## src/hdl/rtbm_pkg.sv

```systemverilog
// Shared widths, reset values, register indexes and helpers of the RGBA to Bayer mosaic.
package rtbm_pkg;

	localparam int BYTE_W     = 8;
	localparam int SAMPLE_W   = 10;
	localparam int ADDR_W     = 23;
	localparam int CFG_W      = 13;
	localparam int CFG_IDX_W  = 4;

	localparam int DEF_MAX_WIDTH    = 4096;
	localparam int DEF_MAX_HEIGHT   = 4096;
	localparam int DEF_STRIDE_ALIGN = 16;

	localparam logic [CFG_W-1:0] WIDTH_RESET  = CFG_W'(640);
	localparam logic [CFG_W-1:0] HEIGHT_RESET = CFG_W'(480);

	// Register indexes of the configuration channel.
	localparam logic [CFG_IDX_W-1:0] REG_WIDTH  = CFG_IDX_W'(0);
	localparam logic [CFG_IDX_W-1:0] REG_HEIGHT = CFG_IDX_W'(1);

	// 8-bit to 10-bit expansion: (SCALE_RND + v * SCALE_MUL) >> SCALE_SHIFT.
	localparam int SCALE_MUL_W = 15;
	localparam logic [SCALE_MUL_W-1:0] SCALE_MUL = SCALE_MUL_W'(16410);
	localparam int SCALE_PROD_W = BYTE_W + SCALE_MUL_W;
	localparam logic [SCALE_PROD_W-1:0] SCALE_RND = SCALE_PROD_W'(8);
	localparam int SCALE_SHIFT = 12;

	// Cycles the frame geometry needs to settle after a register write.
	localparam int SETTLE_W = 2;
	localparam logic [SETTLE_W-1:0] SETTLE_CYCLES = SETTLE_W'(2);

	// Largest even size that a 13-bit register can reach after clamping to maxv.
	function automatic int eff_dim(input int maxv);
		int top_even;
		top_even = (1 << CFG_W) - 2;
		if (maxv > top_even) begin
			return top_even;
		end
		return maxv & ~1;
	endfunction

	typedef struct packed {
		logic [ADDR_W-1:0]   word_address;
		logic [SAMPLE_W-1:0] low_sample;
		logic [SAMPLE_W-1:0] high_sample;
		logic                last_word;
		logic                size_error;
	} word_t;

endpackage

```

## src/hdl/rtbm_if.sv

```systemverilog
// Channel interfaces: pixel pairs in, Bayer words out, and register writes.
interface rtbm_pair_if;
	import rtbm_pkg::*;
	logic              valid;
	logic              ready;
	logic [BYTE_W-1:0] first_red;
	logic [BYTE_W-1:0] first_green;
	logic [BYTE_W-1:0] second_green;
	logic [BYTE_W-1:0] second_blue;
	modport source (output valid, first_red, first_green, second_green, second_blue,
		input ready);
	modport sink (input valid, first_red, first_green, second_green, second_blue,
		output ready);
endinterface

interface rtbm_word_if;
	import rtbm_pkg::*;
	logic                valid;
	logic                ready;
	logic [ADDR_W-1:0]   word_address;
	logic [SAMPLE_W-1:0] low_sample;
	logic [SAMPLE_W-1:0] high_sample;
	logic                last_word;
	logic                size_error;
	modport source (output valid, word_address, low_sample, high_sample, last_word,
		size_error, input ready);
	modport sink (input valid, word_address, low_sample, high_sample, last_word,
		size_error, output ready);
endinterface

interface rtbm_cfg_if;
	import rtbm_pkg::*;
	logic                 valid;
	logic                 ready;
	logic [CFG_IDX_W-1:0] index;
	logic [CFG_W-1:0]     data;
	modport source (output valid, index, data, input ready);
	modport sink (input valid, index, data, output ready);
endinterface

```

## src/hdl/rgba_to_bayer_raw10_mosaic.sv

```systemverilog
// Top level of the RGBA to RGGB Bayer RAW10 mosaic with its frame counters.
//
// The block takes an RGBA image in raster order, one pixel pair per transfer, and
// returns one output word per transfer: two 10-bit Bayer samples and the word's
// index in the output buffer. Even rows carry the left pixel's red and the right
// pixel's green, odd rows the left pixel's green and the right pixel's blue. Each
// byte v becomes (8 + v*16410) >> 12. Rows are laid out with a stride of the width
// rounded up to STRIDE_ALIGN pixels; padding words are never produced. An odd or
// zero width or height gives words with size_error set, all other fields zero, and
// the position does not advance. Widths and heights above MAX_WIDTH and MAX_HEIGHT
// are clamped. One pixel pair is accepted every cycle unless the two-entry output
// buffer is full or the input is paused: two sample lanes work side by side on the
// pair, the frame counters advance in that same cycle and the word is registered in
// the buffer, which lets a pair be taken while the previous word waits. After reset
// and after every register write the input pauses while the row geometry (pairs,
// clamped height and padded stride) is recomputed through its two register stages.
module rgba_to_bayer_raw10_mosaic #(
	parameter int MAX_WIDTH    = rtbm_pkg::DEF_MAX_WIDTH,
	parameter int MAX_HEIGHT   = rtbm_pkg::DEF_MAX_HEIGHT,
	parameter int STRIDE_ALIGN = rtbm_pkg::DEF_STRIDE_ALIGN
) (
	input  logic        clk,
	input  logic        arst_n,
	rtbm_pair_if.sink   pixels,
	rtbm_word_if.source words,
	rtbm_cfg_if.sink    cfg
);
	import rtbm_pkg::*;

	localparam int EW     = eff_dim(MAX_WIDTH);
	localparam int EH     = eff_dim(MAX_HEIGHT);
	localparam int PAIR_W = $clog2(EW / 2 + 1);
	localparam int COL_W  = $clog2(EW / 2);
	localparam int H_W    = $clog2(EH + 1);
	localparam int ROW_W  = $clog2(EH);

	// Configuration registers.
	logic [CFG_W-1:0]    width_q;
	logic [CFG_W-1:0]    height_q;
	logic [SETTLE_W-1:0] settle_q;

	// Frame position.
	logic [COL_W-1:0]  col_q;
	logic [ROW_W-1:0]  row_q;
	logic [ADDR_W-1:0] base_q;

	// Geometry derived from the registers.
	logic              geo_err;
	logic [PAIR_W-1:0] geo_pairs;
	logic [H_W-1:0]    geo_height;
	logic [ADDR_W-1:0] geo_stride;

	logic              buf_ready;
	logic              fire;
	logic              outside;
	logic [COL_W-1:0]  col_cur;
	logic [ROW_W-1:0]  row_cur;
	logic [ADDR_W-1:0] base_cur;
	logic [PAIR_W-1:0] col_inc;
	logic [H_W-1:0]    row_inc;
	logic              last_col;
	logic              last_row;
	logic [SAMPLE_W-1:0] low_lane;
	logic [SAMPLE_W-1:0] high_lane;
	word_t             word_c;
	word_t             word_out;

	assign cfg.ready = 1'b1;

	always_ff @(posedge clk or negedge arst_n) begin
		if (!arst_n) begin
			width_q  <= WIDTH_RESET;
			height_q <= HEIGHT_RESET;
			settle_q <= SETTLE_CYCLES;
		end else if (cfg.valid && cfg.ready) begin
			settle_q <= SETTLE_CYCLES;
			unique case (cfg.index)
				REG_WIDTH: begin
					width_q <= cfg.data;
				end
				REG_HEIGHT: begin
					height_q <= cfg.data;
				end
				default: begin
				end
			endcase
		end else if (settle_q != '0) begin
			settle_q <= settle_q - SETTLE_W'(1);
		end
	end

	rtbm_geom #(
		.MAX_WIDTH    (MAX_WIDTH),
		.MAX_HEIGHT   (MAX_HEIGHT),
		.STRIDE_ALIGN (STRIDE_ALIGN)
	) u_geom (
		.clk          (clk),
		.image_width  (width_q),
		.image_height (height_q),
		.size_err     (geo_err),
		.pairs        (geo_pairs),
		.height       (geo_height),
		.stride       (geo_stride)
	);

	assign pixels.ready = buf_ready && (settle_q == '0);
	assign fire         = pixels.valid && pixels.ready;

	// If the frame shrank under the current position, the frame restarts at the origin.
	always_comb begin
		outside  = (PAIR_W'(col_q) >= geo_pairs) || (H_W'(row_q) >= geo_height);
		col_cur  = outside ? '0 : col_q;
		row_cur  = outside ? '0 : row_q;
		base_cur = outside ? '0 : base_q;
		col_inc  = PAIR_W'(col_cur) + PAIR_W'(1);
		row_inc  = H_W'(row_cur) + H_W'(1);
		last_col = (col_inc == geo_pairs);
		last_row = (row_inc == geo_height);
	end

	// Left lane: red on even rows, green on odd rows.
	rtbm_lane u_lane_low (
		.even_byte (pixels.first_red),
		.odd_byte  (pixels.first_green),
		.odd_row   (row_cur[0]),
		.sample    (low_lane)
	);

	// Right lane: green on even rows, blue on odd rows.
	rtbm_lane u_lane_high (
		.even_byte (pixels.second_green),
		.odd_byte  (pixels.second_blue),
		.odd_row   (row_cur[0]),
		.sample    (high_lane)
	);

	// Merge the lanes with the address and frame flags into one output word.
	always_comb begin
		if (geo_err) begin
			word_c = '0;
			word_c.size_error = 1'b1;
		end else begin
			word_c.word_address = base_cur + ADDR_W'(col_cur);
			word_c.low_sample   = low_lane;
			word_c.high_sample  = high_lane;
			word_c.last_word    = last_col && last_row;
			word_c.size_error   = 1'b0;
		end
	end

	always_ff @(posedge clk or negedge arst_n) begin
		if (!arst_n) begin
			col_q  <= '0;
			row_q  <= '0;
			base_q <= '0;
		end else if (fire && !geo_err) begin
			if (last_col) begin
				col_q <= '0;
				if (last_row) begin
					row_q  <= '0;
					base_q <= '0;
				end else begin
					row_q  <= ROW_W'(row_inc);
					base_q <= base_cur + geo_stride;
				end
			end else begin
				col_q  <= COL_W'(col_inc);
				row_q  <= row_cur;
				base_q <= base_cur;
			end
		end
	end

	rtbm_skid u_skid (
		.clk       (clk),
		.arst_n    (arst_n),
		.in_valid  (fire),
		.in_ready  (buf_ready),
		.in_word   (word_c),
		.out_valid (words.valid),
		.out_ready (words.ready),
		.out_word  (word_out)
	);

	assign words.word_address = word_out.word_address;
	assign words.low_sample   = word_out.low_sample;
	assign words.high_sample  = word_out.high_sample;
	assign words.last_word    = word_out.last_word;
	assign words.size_error   = word_out.size_error;
endmodule

```

## src/hdl/rtbm_lane.sv

```systemverilog
// One sample lane: picks the byte for the row's color and expands it to 10 bits.
module rtbm_lane (
	input  logic [rtbm_pkg::BYTE_W-1:0]   even_byte,
	input  logic [rtbm_pkg::BYTE_W-1:0]   odd_byte,
	input  logic                          odd_row,
	output logic [rtbm_pkg::SAMPLE_W-1:0] sample
);
	import rtbm_pkg::*;

	logic [BYTE_W-1:0]       pick;
	logic [SCALE_PROD_W-1:0] prod;

	always_comb begin
		pick   = odd_row ? odd_byte : even_byte;
		prod   = SCALE_PROD_W'(pick) * SCALE_PROD_W'(SCALE_MUL) + SCALE_RND;
		sample = prod[SCALE_SHIFT +: SAMPLE_W];
	end
endmodule

```

## src/hdl/rtbm_geom.sv

```systemverilog
// Frame geometry: size check, clamping, pairs per row and padded row stride.
module rtbm_geom #(
	parameter int MAX_WIDTH    = rtbm_pkg::DEF_MAX_WIDTH,
	parameter int MAX_HEIGHT   = rtbm_pkg::DEF_MAX_HEIGHT,
	parameter int STRIDE_ALIGN = rtbm_pkg::DEF_STRIDE_ALIGN,
	localparam int EW     = rtbm_pkg::eff_dim(MAX_WIDTH),
	localparam int EH     = rtbm_pkg::eff_dim(MAX_HEIGHT),
	localparam int PAIR_W = $clog2(EW / 2 + 1),
	localparam int H_W    = $clog2(EH + 1)
) (
	input  logic                          clk,
	input  logic [rtbm_pkg::CFG_W-1:0]    image_width,
	input  logic [rtbm_pkg::CFG_W-1:0]    image_height,
	output logic                          size_err,
	output logic [PAIR_W-1:0]             pairs,
	output logic [H_W-1:0]                height,
	output logic [rtbm_pkg::ADDR_W-1:0]   stride
);
	import rtbm_pkg::*;

	localparam int WC_W   = $clog2(EW + 1);
	localparam int ALIGN  = (STRIDE_ALIGN < 1) ? 1 : STRIDE_ALIGN;
	localparam int AW     = $clog2(ALIGN + 1);
	// Reciprocal of the alignment, exact for every clamped width.
	localparam int RSH    = WC_W + $clog2(ALIGN) + 1;
	localparam int RCP_W  = RSH + 1;
	localparam logic [RCP_W-1:0] RCP = RCP_W'((2 ** RSH) / ALIGN + 1);
	localparam int PROD_W = WC_W + RCP_W;
	localparam int QA_W   = WC_W + AW;

	logic              err_c;
	logic [WC_W-1:0]   wc_c;
	logic [H_W-1:0]    hc_c;
	logic [PROD_W-1:0] prod_c;

	logic              err_s1;
	logic [WC_W-1:0]   wc_s1;
	logic [H_W-1:0]    hc_s1;
	logic [WC_W-1:0]   q_s1;

	logic [QA_W-1:0]   rem_c;
	logic [AW-1:0]     pad_c;

	always_comb begin
		wc_c = (int'(image_width) > MAX_WIDTH) ? WC_W'(MAX_WIDTH & ~1) : WC_W'(image_width);
		hc_c = (int'(image_height) > MAX_HEIGHT) ? H_W'(MAX_HEIGHT & ~1) : H_W'(image_height);
		err_c = image_width[0] | image_height[0] | (wc_c == '0) | (hc_c == '0);
		prod_c = PROD_W'(wc_c) * PROD_W'(RCP);
	end

	always_ff @(posedge clk) begin
		err_s1 <= err_c;
		wc_s1  <= wc_c;
		hc_s1  <= hc_c;
		q_s1   <= WC_W'(prod_c >> RSH);
	end

	// Remainder of the width by the alignment, then the padding up to the next multiple.
	always_comb begin
		rem_c = QA_W'(wc_s1) - QA_W'(q_s1) * QA_W'(ALIGN);
		pad_c = (rem_c == '0) ? '0 : AW'(QA_W'(ALIGN) - rem_c);
	end

	always_ff @(posedge clk) begin
		size_err <= err_s1;
		pairs    <= PAIR_W'(wc_s1 >> 1);
		height   <= hc_s1;
		stride   <= ADDR_W'(wc_s1 >> 1) + ADDR_W'(pad_c >> 1);
	end
endmodule

```

## src/hdl/rtbm_skid.sv

```systemverilog
// Two-entry output buffer that lets the input side take one more word while the output stalls.
module rtbm_skid (
	input  logic            clk,
	input  logic            arst_n,
	input  logic            in_valid,
	output logic            in_ready,
	input  rtbm_pkg::word_t in_word,
	output logic            out_valid,
	input  logic            out_ready,
	output rtbm_pkg::word_t out_word
);
	import rtbm_pkg::*;

	logic  main_valid_q;
	logic  skid_valid_q;
	word_t main_q;
	word_t skid_q;
	logic  fire;
	logic  drain;

	assign in_ready  = !skid_valid_q;
	assign out_valid = main_valid_q;
	assign out_word  = main_q;
	assign fire      = in_valid && in_ready;
	assign drain     = main_valid_q && out_ready;

	always_ff @(posedge clk or negedge arst_n) begin
		if (!arst_n) begin
			main_valid_q <= 1'b0;
			skid_valid_q <= 1'b0;
		end else if (drain) begin
			if (skid_valid_q) begin
				skid_valid_q <= 1'b0;
			end else begin
				main_valid_q <= fire;
			end
		end else if (fire) begin
			if (main_valid_q) begin
				skid_valid_q <= 1'b1;
			end else begin
				main_valid_q <= 1'b1;
			end
		end
	end

	always_ff @(posedge clk) begin
		if (drain) begin
			if (skid_valid_q) begin
				main_q <= skid_q;
			end else if (fire) begin
				main_q <= in_word;
			end
		end else if (fire) begin
			if (main_valid_q) begin
				skid_q <= in_word;
			end else begin
				main_q <= in_word;
			end
		end
	end
endmodule

```

## src/flat_wrapper.sv

```systemverilog
// flat-port wrapper written by rule: the top's interface ports become plain ports
module rgba_to_bayer_raw10_mosaic_flat import rtbm_pkg::*;
#(
	parameter int MAX_WIDTH    = rtbm_pkg::DEF_MAX_WIDTH,
	parameter int MAX_HEIGHT   = rtbm_pkg::DEF_MAX_HEIGHT,
	parameter int STRIDE_ALIGN = rtbm_pkg::DEF_STRIDE_ALIGN
)
  (clk, arst_n, pixels_valid, pixels_first_red, pixels_first_green, pixels_second_green, pixels_second_blue, pixels_ready, words_valid, words_word_address, words_low_sample, words_high_sample, words_last_word, words_size_error, words_ready, cfg_valid, cfg_index, cfg_data, cfg_ready);
  rtbm_pair_if pixels_i ();
  rtbm_word_if words_i ();
  rtbm_cfg_if cfg_i ();
  input  logic clk;
  input  logic arst_n;
  input wire logic [$bits(pixels_i.valid)-1:0] pixels_valid;
  input wire logic [$bits(pixels_i.first_red)-1:0] pixels_first_red;
  input wire logic [$bits(pixels_i.first_green)-1:0] pixels_first_green;
  input wire logic [$bits(pixels_i.second_green)-1:0] pixels_second_green;
  input wire logic [$bits(pixels_i.second_blue)-1:0] pixels_second_blue;
  output wire logic [$bits(pixels_i.ready)-1:0] pixels_ready;
  output wire logic [$bits(words_i.valid)-1:0] words_valid;
  output wire logic [$bits(words_i.word_address)-1:0] words_word_address;
  output wire logic [$bits(words_i.low_sample)-1:0] words_low_sample;
  output wire logic [$bits(words_i.high_sample)-1:0] words_high_sample;
  output wire logic [$bits(words_i.last_word)-1:0] words_last_word;
  output wire logic [$bits(words_i.size_error)-1:0] words_size_error;
  input wire logic [$bits(words_i.ready)-1:0] words_ready;
  input wire logic [$bits(cfg_i.valid)-1:0] cfg_valid;
  input wire logic [$bits(cfg_i.index)-1:0] cfg_index;
  input wire logic [$bits(cfg_i.data)-1:0] cfg_data;
  output wire logic [$bits(cfg_i.ready)-1:0] cfg_ready;
  assign pixels_i.valid = pixels_valid;
  assign pixels_i.first_red = pixels_first_red;
  assign pixels_i.first_green = pixels_first_green;
  assign pixels_i.second_green = pixels_second_green;
  assign pixels_i.second_blue = pixels_second_blue;
  assign pixels_ready = pixels_i.ready;
  assign words_valid = words_i.valid;
  assign words_word_address = words_i.word_address;
  assign words_low_sample = words_i.low_sample;
  assign words_high_sample = words_i.high_sample;
  assign words_last_word = words_i.last_word;
  assign words_size_error = words_i.size_error;
  assign words_i.ready = words_ready;
  assign cfg_i.valid = cfg_valid;
  assign cfg_i.index = cfg_index;
  assign cfg_i.data = cfg_data;
  assign cfg_ready = cfg_i.ready;
  rgba_to_bayer_raw10_mosaic #(.MAX_WIDTH(MAX_WIDTH), .MAX_HEIGHT(MAX_HEIGHT), .STRIDE_ALIGN(STRIDE_ALIGN)) u_core (.clk(clk), .arst_n(arst_n), .pixels(pixels_i), .words(words_i), .cfg(cfg_i));
endmodule
```

## config.mk

```make
export PLATFORM = sky130hd
export DESIGN_NAME = rgba_to_bayer_raw10_mosaic_flat
export DESIGN_NICKNAME = d
export VERILOG_FILES = /design/src/hdl/rtbm_pkg.sv /design/src/hdl/rtbm_if.sv /design/src/hdl/rgba_to_bayer_raw10_mosaic.sv /design/src/hdl/rtbm_lane.sv /design/src/hdl/rtbm_geom.sv /design/src/hdl/rtbm_skid.sv /design/src/flat_wrapper.sv
export SDC_FILE = /design/constraint.sdc
export NUM_CORES = 1
export LEC_CHECK = 0
export ABC_AREA = 1
export BUFFER_PORTS_ARGS = -buffer_cell sky130_fd_sc_hd__buf_2
export CAP_MARGIN = 20
export CORE_MARGIN = 3
export CORE_UTILIZATION = 60
export DETAILED_ROUTE_END_ITERATION = 6
export PLACE_DENSITY = 0.77
export SETUP_SLACK_MARGIN = 0.3
export SKIP_CTS_REPAIR_TIMING = 1
export SLEW_MARGIN = 25
export SYNTH_ARGS = -nofsm -noshare
export SYNTH_HDL_FRONTEND = slang
export SYNTH_SLANG_ARGS = --single-unit
```

## constraint.sdc

```tcl
create_clock -name clk -period 16.57 [get_ports clk]
set_input_delay 0.8285 -clock clk [delete_from_list [all_inputs] [get_ports clk]]
set_output_delay 0.8285 -clock clk [all_outputs]
set_load 0.1 [all_outputs]
```

======== After elaboration in Yosys (flattened, before gate mapping) ========
Index checks and enable logic that the tools add are counted.
operators by class
  add/sub/neg operators ................... 10
  multiply operators ...................... 3
  magnitude comparators ................... 4
  equality and inequality tests ........... 5
  mux-type cells .......................... 27
  bitwise operators ....................... 4
  reductions and logical operators ........ 25
operator list
  kind                      number
  $mux W45                  6
  $mux W23                  3
  $add A22 B4 Y22 const B   2
  $mul A8 B14 Y21 const B   2
  $mux W12                  3
  $mul A13 B15 Y28 const B  1
  $gt A13 B13 Y1 const B    2
  $logic_not A13 Y1         2
  $mux W13                  2
  $add A23 B11 Y23          1
  $add A23 B23 Y23          1
  $mux W11                  2
  $logic_not A18 Y1         1
  $mux W8                   2
  $sub A13 B14 Y15          1
  $add A12 B1 Y13 const B   1
  $add A12 B4 Y13           1
  $eq A13 B13 Y1            1
  $ge A12 B13 Y1            1
  $add A11 B1 Y12 const B   1
  $eq A12 B12 Y1            1
  $ge A11 B12 Y1            1
  $reduce_bool A2 Y1        5
  $reduce_and A2 Y1         4
  other kinds (16)          31
storage, ports and cells
  flip-flop bits (word level) ............. 252
  input bits .............................. 54
  output and inout port bits .............. 48
  logic and storage cells ................. 104

======== Longest topological paths before layout ========
  depth in word-level cells ............... 10
  mapped depth ............................ 43
  gate-level depth less buffers ........... 42

======== Hierarchy ========
From an unflattened synthesis, not the netlist that was laid out.
second synthesis, totals
  cell total of the unflattened synthesis .. 2,360
  area, all modules ....................... 16,912.5 µm²
by module, submodules not included
  module                      instances  cells each  area an instance (µm²)  seq. area each (µm²)
  rgba_to_bayer_raw10_mosaic  1          1,291       7,712.4                 1,860.5
  rtbm_skid                   1          263         3,553.4                 2,752.6
  rtbm_lane                   2          296         1,770.4                 0.0
  rtbm_geom                   1          214         2,105.8                 1,321.3

======== Worst setup path before layout ========
Ideal clock, no wire load.
  path type ............................... register to register
  start ................................... register u_core.col_q[5]
  end ..................................... register u_core.u_skid.main_q (netlist bit u_core.u_skid.out_word[10]) (data pin)
  setup time .............................. 0.267 ns
  arrival ................................. 5.424 ns
  data required time ...................... 16.303 ns
  setup slack ............................. 10.880 ns
  stages on the path, launching flop included .. 37
  path buffers ............................ 2
  period minus slack after synthesis ...... 5.690 ns
  path through ............................ dfrtp_1 > ha_1 > nand2_1 > nand2_1 > nand2_1 > nand2_1 > nand2_1 > nand2_1 > inv_1 > nand2_1 > nor2_4 > buf_6 > nand2_2 > buf_2 > nand2_1 > nand2_1 > ha_1 > ha_1 > fa_1 > ha_1 > ha_1 > a21oi_1 > nor2_1 > nor2_1 > nand2_1 > nand3_1 > nand2_1 > a21boi_0 > nor2_1 > xnor2_1 > nand2_1 > nor2_1 > nand2_1 > inv_1 > nand2_1 > nand3_1 > a21oi_1
on the way
  longest elaborated chain between the ends .. 10
  elaborated cells on any way between the ends .. 12
  those cells by class .................... add/sub (1); mul (1); order compare (1); mux (8); reduce/logical (1)
RTL lines
  element                      line                               text
  from (decl)                  rgba_to_bayer_raw10_mosaic.sv:43   logic [COL_W-1:0] col_q;
  from (signal assigned)       rgba_to_bayer_raw10_mosaic.sv:167  col_q <= COL_W'(col_inc);
  $ge A11 B12 Y1 (*)           rgba_to_bayer_raw10_mosaic.sv:111  outside = (PAIR_W'(col_q) >= geo_pairs) || (H_W'(row_q) >= geo_height);
  $logic_or A1 B1 Y1 (*)       rgba_to_bayer_raw10_mosaic.sv:111
  $mux W12 (*)                 rgba_to_bayer_raw10_mosaic.sv:113  row_cur = outside ? '0 : row_q;
  $mux W8 (*)                  rtbm_lane.sv:14                    pick = odd_row ? odd_byte : even_byte;
  $mul A8 B14 Y21 (*)          rtbm_lane.sv:15                    prod = SCALE_PROD_W'(pick) * SCALE_PROD_W'(SCALE_MUL) + SCALE_RND;
  $add A22 B4 Y22 (*)          rtbm_lane.sv:15
  $mux W45 (*)                 rgba_to_bayer_raw10_mosaic.sv:139  if (geo_err) begin
  $mux W45 (on tied branches)  rtbm_skid.sv:54, rtbm_skid.sv:50
  $mux W45 (on tied branches)  rtbm_skid.sv:53, rtbm_skid.sv:48
  $mux W45 (*)                 rtbm_skid.sv:47                    if (drain) begin
  to (signal assigned)         rtbm_skid.sv:49                    main_q <= skid_q;
  to (signal assigned)         rtbm_skid.sv:51                    main_q <= in_word;
  to (signal assigned)         rtbm_skid.sv:57                    main_q <= in_word;
  to (decl)                    rtbm_skid.sv:16                    word_t main_q;
Every way passes the cells marked *; elsewhere a longest branch is shown, timed or not. The select of a mux whose other input is x is not followed.
A chain may end at the register's enable or synchronous reset.

======== Worst setup path in the final report ========
  start ................................... register u_core.col_q[5]
  end ..................................... register u_core.u_skid.main_q (netlist bit u_core.u_skid.out_word[11]) (data pin)
Same word-level chain as after synthesis.

==> results.md <==
- Die area: 27000 um2
- Most frequent CP cell: nand2_1
- Hold Vio Cnt, Final: 0
- Util after Layout: 67.8%
- Setup tns final: 0 ns
- Critical Path Start Type: flop
- EDFF count, synth: 90
- PwrDens: 179 nW/um2
- Post-synthesis sequential area ratio: 39.5%
- HPWL after detailed placement: 26600 um
- Core area: 24500 um2
- WP data required: 16.85 ns
- Synth Area in Simple Gates: 27.7%
- Slowest CP cell: nor2_4
- Post-Route WL: 35800 um
- Peak VDD IR: 112 uV
- Synth Cell Area: 15000 um2
- Largest family of logic cells by synthesized area: simple AND/OR/NAND/NOR gates
- Worst-skew pair later-pin latency: 0.53 ns
- Pleak: 8.29 nW
- Fin. max-slew vios: 0
- Initial antenna violation count: 0
- Clock skew: 0.0195 ns
- CP Class: reg2reg
- Clk slew on worst S/H paths: 0.07 ns
- Synth Flop Type: edfxtp_1
- Peak Freq: 138 MHz
- GR Util All Layers: 26.8%
- Net Count, Synth: 2148
- Total gr overflow: 0
- Routability Congestion: 0.964
- Synth Area per Inst: 7.67 um2
- Fin crit share: 43.8%
- Pre-CTS setup slack: 9.33 ns
- Area grow syn2layout: 10.2%
- Yosys top cell area share: 18.0%
- Compound-Gate Fraction of Synth Area: 8.00%
- Root Driver: clkbuf_16
- Post-synthesis cell type with the largest combined area: edfxtp_1
- CTS sink cnt: 232
- FFs w/ async S/R, synth: 32.8%
- Nets: 2234
- Status: finished clean
- XOR/XNOR Fraction of Synth Area: 2.96%
- Placed instance area: 15800 um2
- Adder-cell area share of the yosys netlist: 11.6%
- Design area: 16600 um2
- Die X-Extent: 164 um
- Via count: 12808
- Vias/cell: 5.36
- Synth top area cells: edfxtp_1, dfrtp_1, nand2_1, ha_1, dfxtp_1
- Layout cell share with drive strength beyond 1: 11.2%
- Final antenna-violating net count: 0
- Synth warnings: 0
- Clock period minus worst slack: 7.26 ns
- Fillers: 2061
- CTS max path bufs: 3
- RSZ-0062 raised after global routing: false
- Worst hold slack: 0.244 ns
- Post-synthesis cell type count: 54
- Vias in the first global route: 12229
- Worst Max-Slew Pin Slew: 0.990 ns
- Wire length per cell: 15.0 um
- Starting density of the core: 61.5%
- Max FO, Critical Path: 32
- Number of H-tree levels: 1
- DRC viols: 0
- Worst path max stage delay: 0.69 ns
- Setup-failing EPs final: 0
- Most frequent cells in the layout: nand2_1, inv_1, nor2_1, nand3_1, ha_1
- Syn Inst Count: 1961
- Worst hold path type: in2async
- Worst Setup End Kind: flop
- Leading cell type in the layout, fill and taps excluded: nand2_1
- Clock buffer count from CTS: 25
- CP Data Arrival Time: 7.54 ns
- PnR Total Power: 2.96 mW
- Register bit total from synthesis: 232
- Antenna Cells: 0
- CTS tree: done
- Fin cells: 2390
- Iteration-0 DRC Markers: 1232
- FP Rows: 57
- Placed instance count: 2344
- First-pass GRT wire length: 58700 um
- Relative slew slack: 33.7%
- Multiplexer share of the synthesized area: 0.740%
- Die Y-Extent: 164 um
- IO Port Bufs: 100
- Largest net degree at the start of global routing: 60
- Setup ws final: 9.31 ns
- DRT Pass-1 Iters: 5
- # Max-Cap Violations: 0
- IO Pins: 102
==> routing by layer <==
metal,up-vias,track usage [%],wire length [um]
li1,6498,-,-
met2,403,47.8,17300
met3,63,2.62,2100
met4,0,7.42,901
met1,5844,34.8,15500
met5,-,0,0
==> logic make-up after synthesis <==
family                   after synthesis
adder cells (fa/ha/maj)              133
buffers and inverters                364
XOR/XNOR                              50
AND/OR/NAND/NOR                      951
AO/OA/AOI/OAI                        220
other                                  1
multiplexers                          10
flip-flops                           232
==> cells in the mapped netlist, types with 4 or more instances <==
| cell | count |
|---|---|
| edfxtp_1 | 90 |
| dfrtp_1 | 69 |
| nand3_1 | 134 |
| buf_6 | 7 |
| nor2_4 | 10 |
| o21bai_1 | 11 |
| nand4_1 | 48 |
| inv_1 | 309 |
| dfxtp_1 | 66 |
| fa_1 | 10 |
| nor2_2 | 14 |
| nand2_1 | 430 |
| ha_1 | 123 |
| nor4_1 | 5 |
| dfstp_2 | 7 |
| a21oi_1 | 110 |
| clkbuf_1 | 28 |
| inv_2 | 5 |
| o21ai_0 | 69 |
| o21ai_1 | 4 |
| mux2_2 | 9 |
| nand3b_1 | 10 |
| buf_2 | 8 |
| or2_2 | 4 |
| nor2_1 | 252 |
| nand2_2 | 16 |
| xor2_1 | 32 |
| a21oi_2 | 10 |
| nor3_1 | 14 |
| xnor2_1 | 17 |
==> state kept, by name, summed over array words and instances, names as in the netlist, 13 cells and up <==
name / cells
u_core.base_q: 23
u_core.height_q: 13
u_core.u_geom.hc_s1: 13
u_core.u_geom.height: 13
u_core.u_geom.stride: 13
u_core.u_skid.out_word: 45
u_core.u_skid.skid_q: 45
u_core.width_q: 13
==> where the power goes <==
| group | switching [mW] | internal (mW) |
|---|---|---|
| registers | 0.0999 | 0.756 |
| clock network | 0.228 | 0.311 |
| logic | 1.09 | 0.479 |
| total | 1.42 | 1.55 |
==> area by class of cell <==
cell class                 count  area, um2  area share [%]
multi-input combinational   1365       7710            46.5
timing repair buffer         106        548            3.31
inverter                     317       1190            7.18
clock inverter                10       92.6           0.559
clock buffer                  36        698            4.21
tap                          324        405            2.45
sequential                   232       5930            35.8
==> critical path: cells and delay by family, from the launching register on <==
family / cells / cell delay (ns)
and+or+nand+nor: 26 / 3.56
buffers and inverters: 6 / 0.52
AOI/OAI and AO/OA: 1 / 0.54
DFF: 1 / 0.44
adders and majority gates: 6 / 1.94
==> worst paths after layout <==
path                                        start  slack (ns)  cells past startpoint                          to
setup / recovery                  u_core.col_q[5]        9.31                     39  u_core.u_skid.out_word[11]
hold / removal                             arst_n        0.24                      1            u_core.base_q[2]
setup reg to reg                  u_core.col_q[5]        9.31                     39  u_core.u_skid.out_word[11]
hold reg to reg            u_core.u_geom.hc_s1[7]        0.33                      0     u_core.u_geom.height[7]
max in group asynchronous                  arst_n       15.28                      2          u_core.height_q[4]
min in group clk           u_core.u_geom.hc_s1[7]        0.33                      0     u_core.u_geom.height[7]
Note: power is estimated with default switching activity, not from simulation.
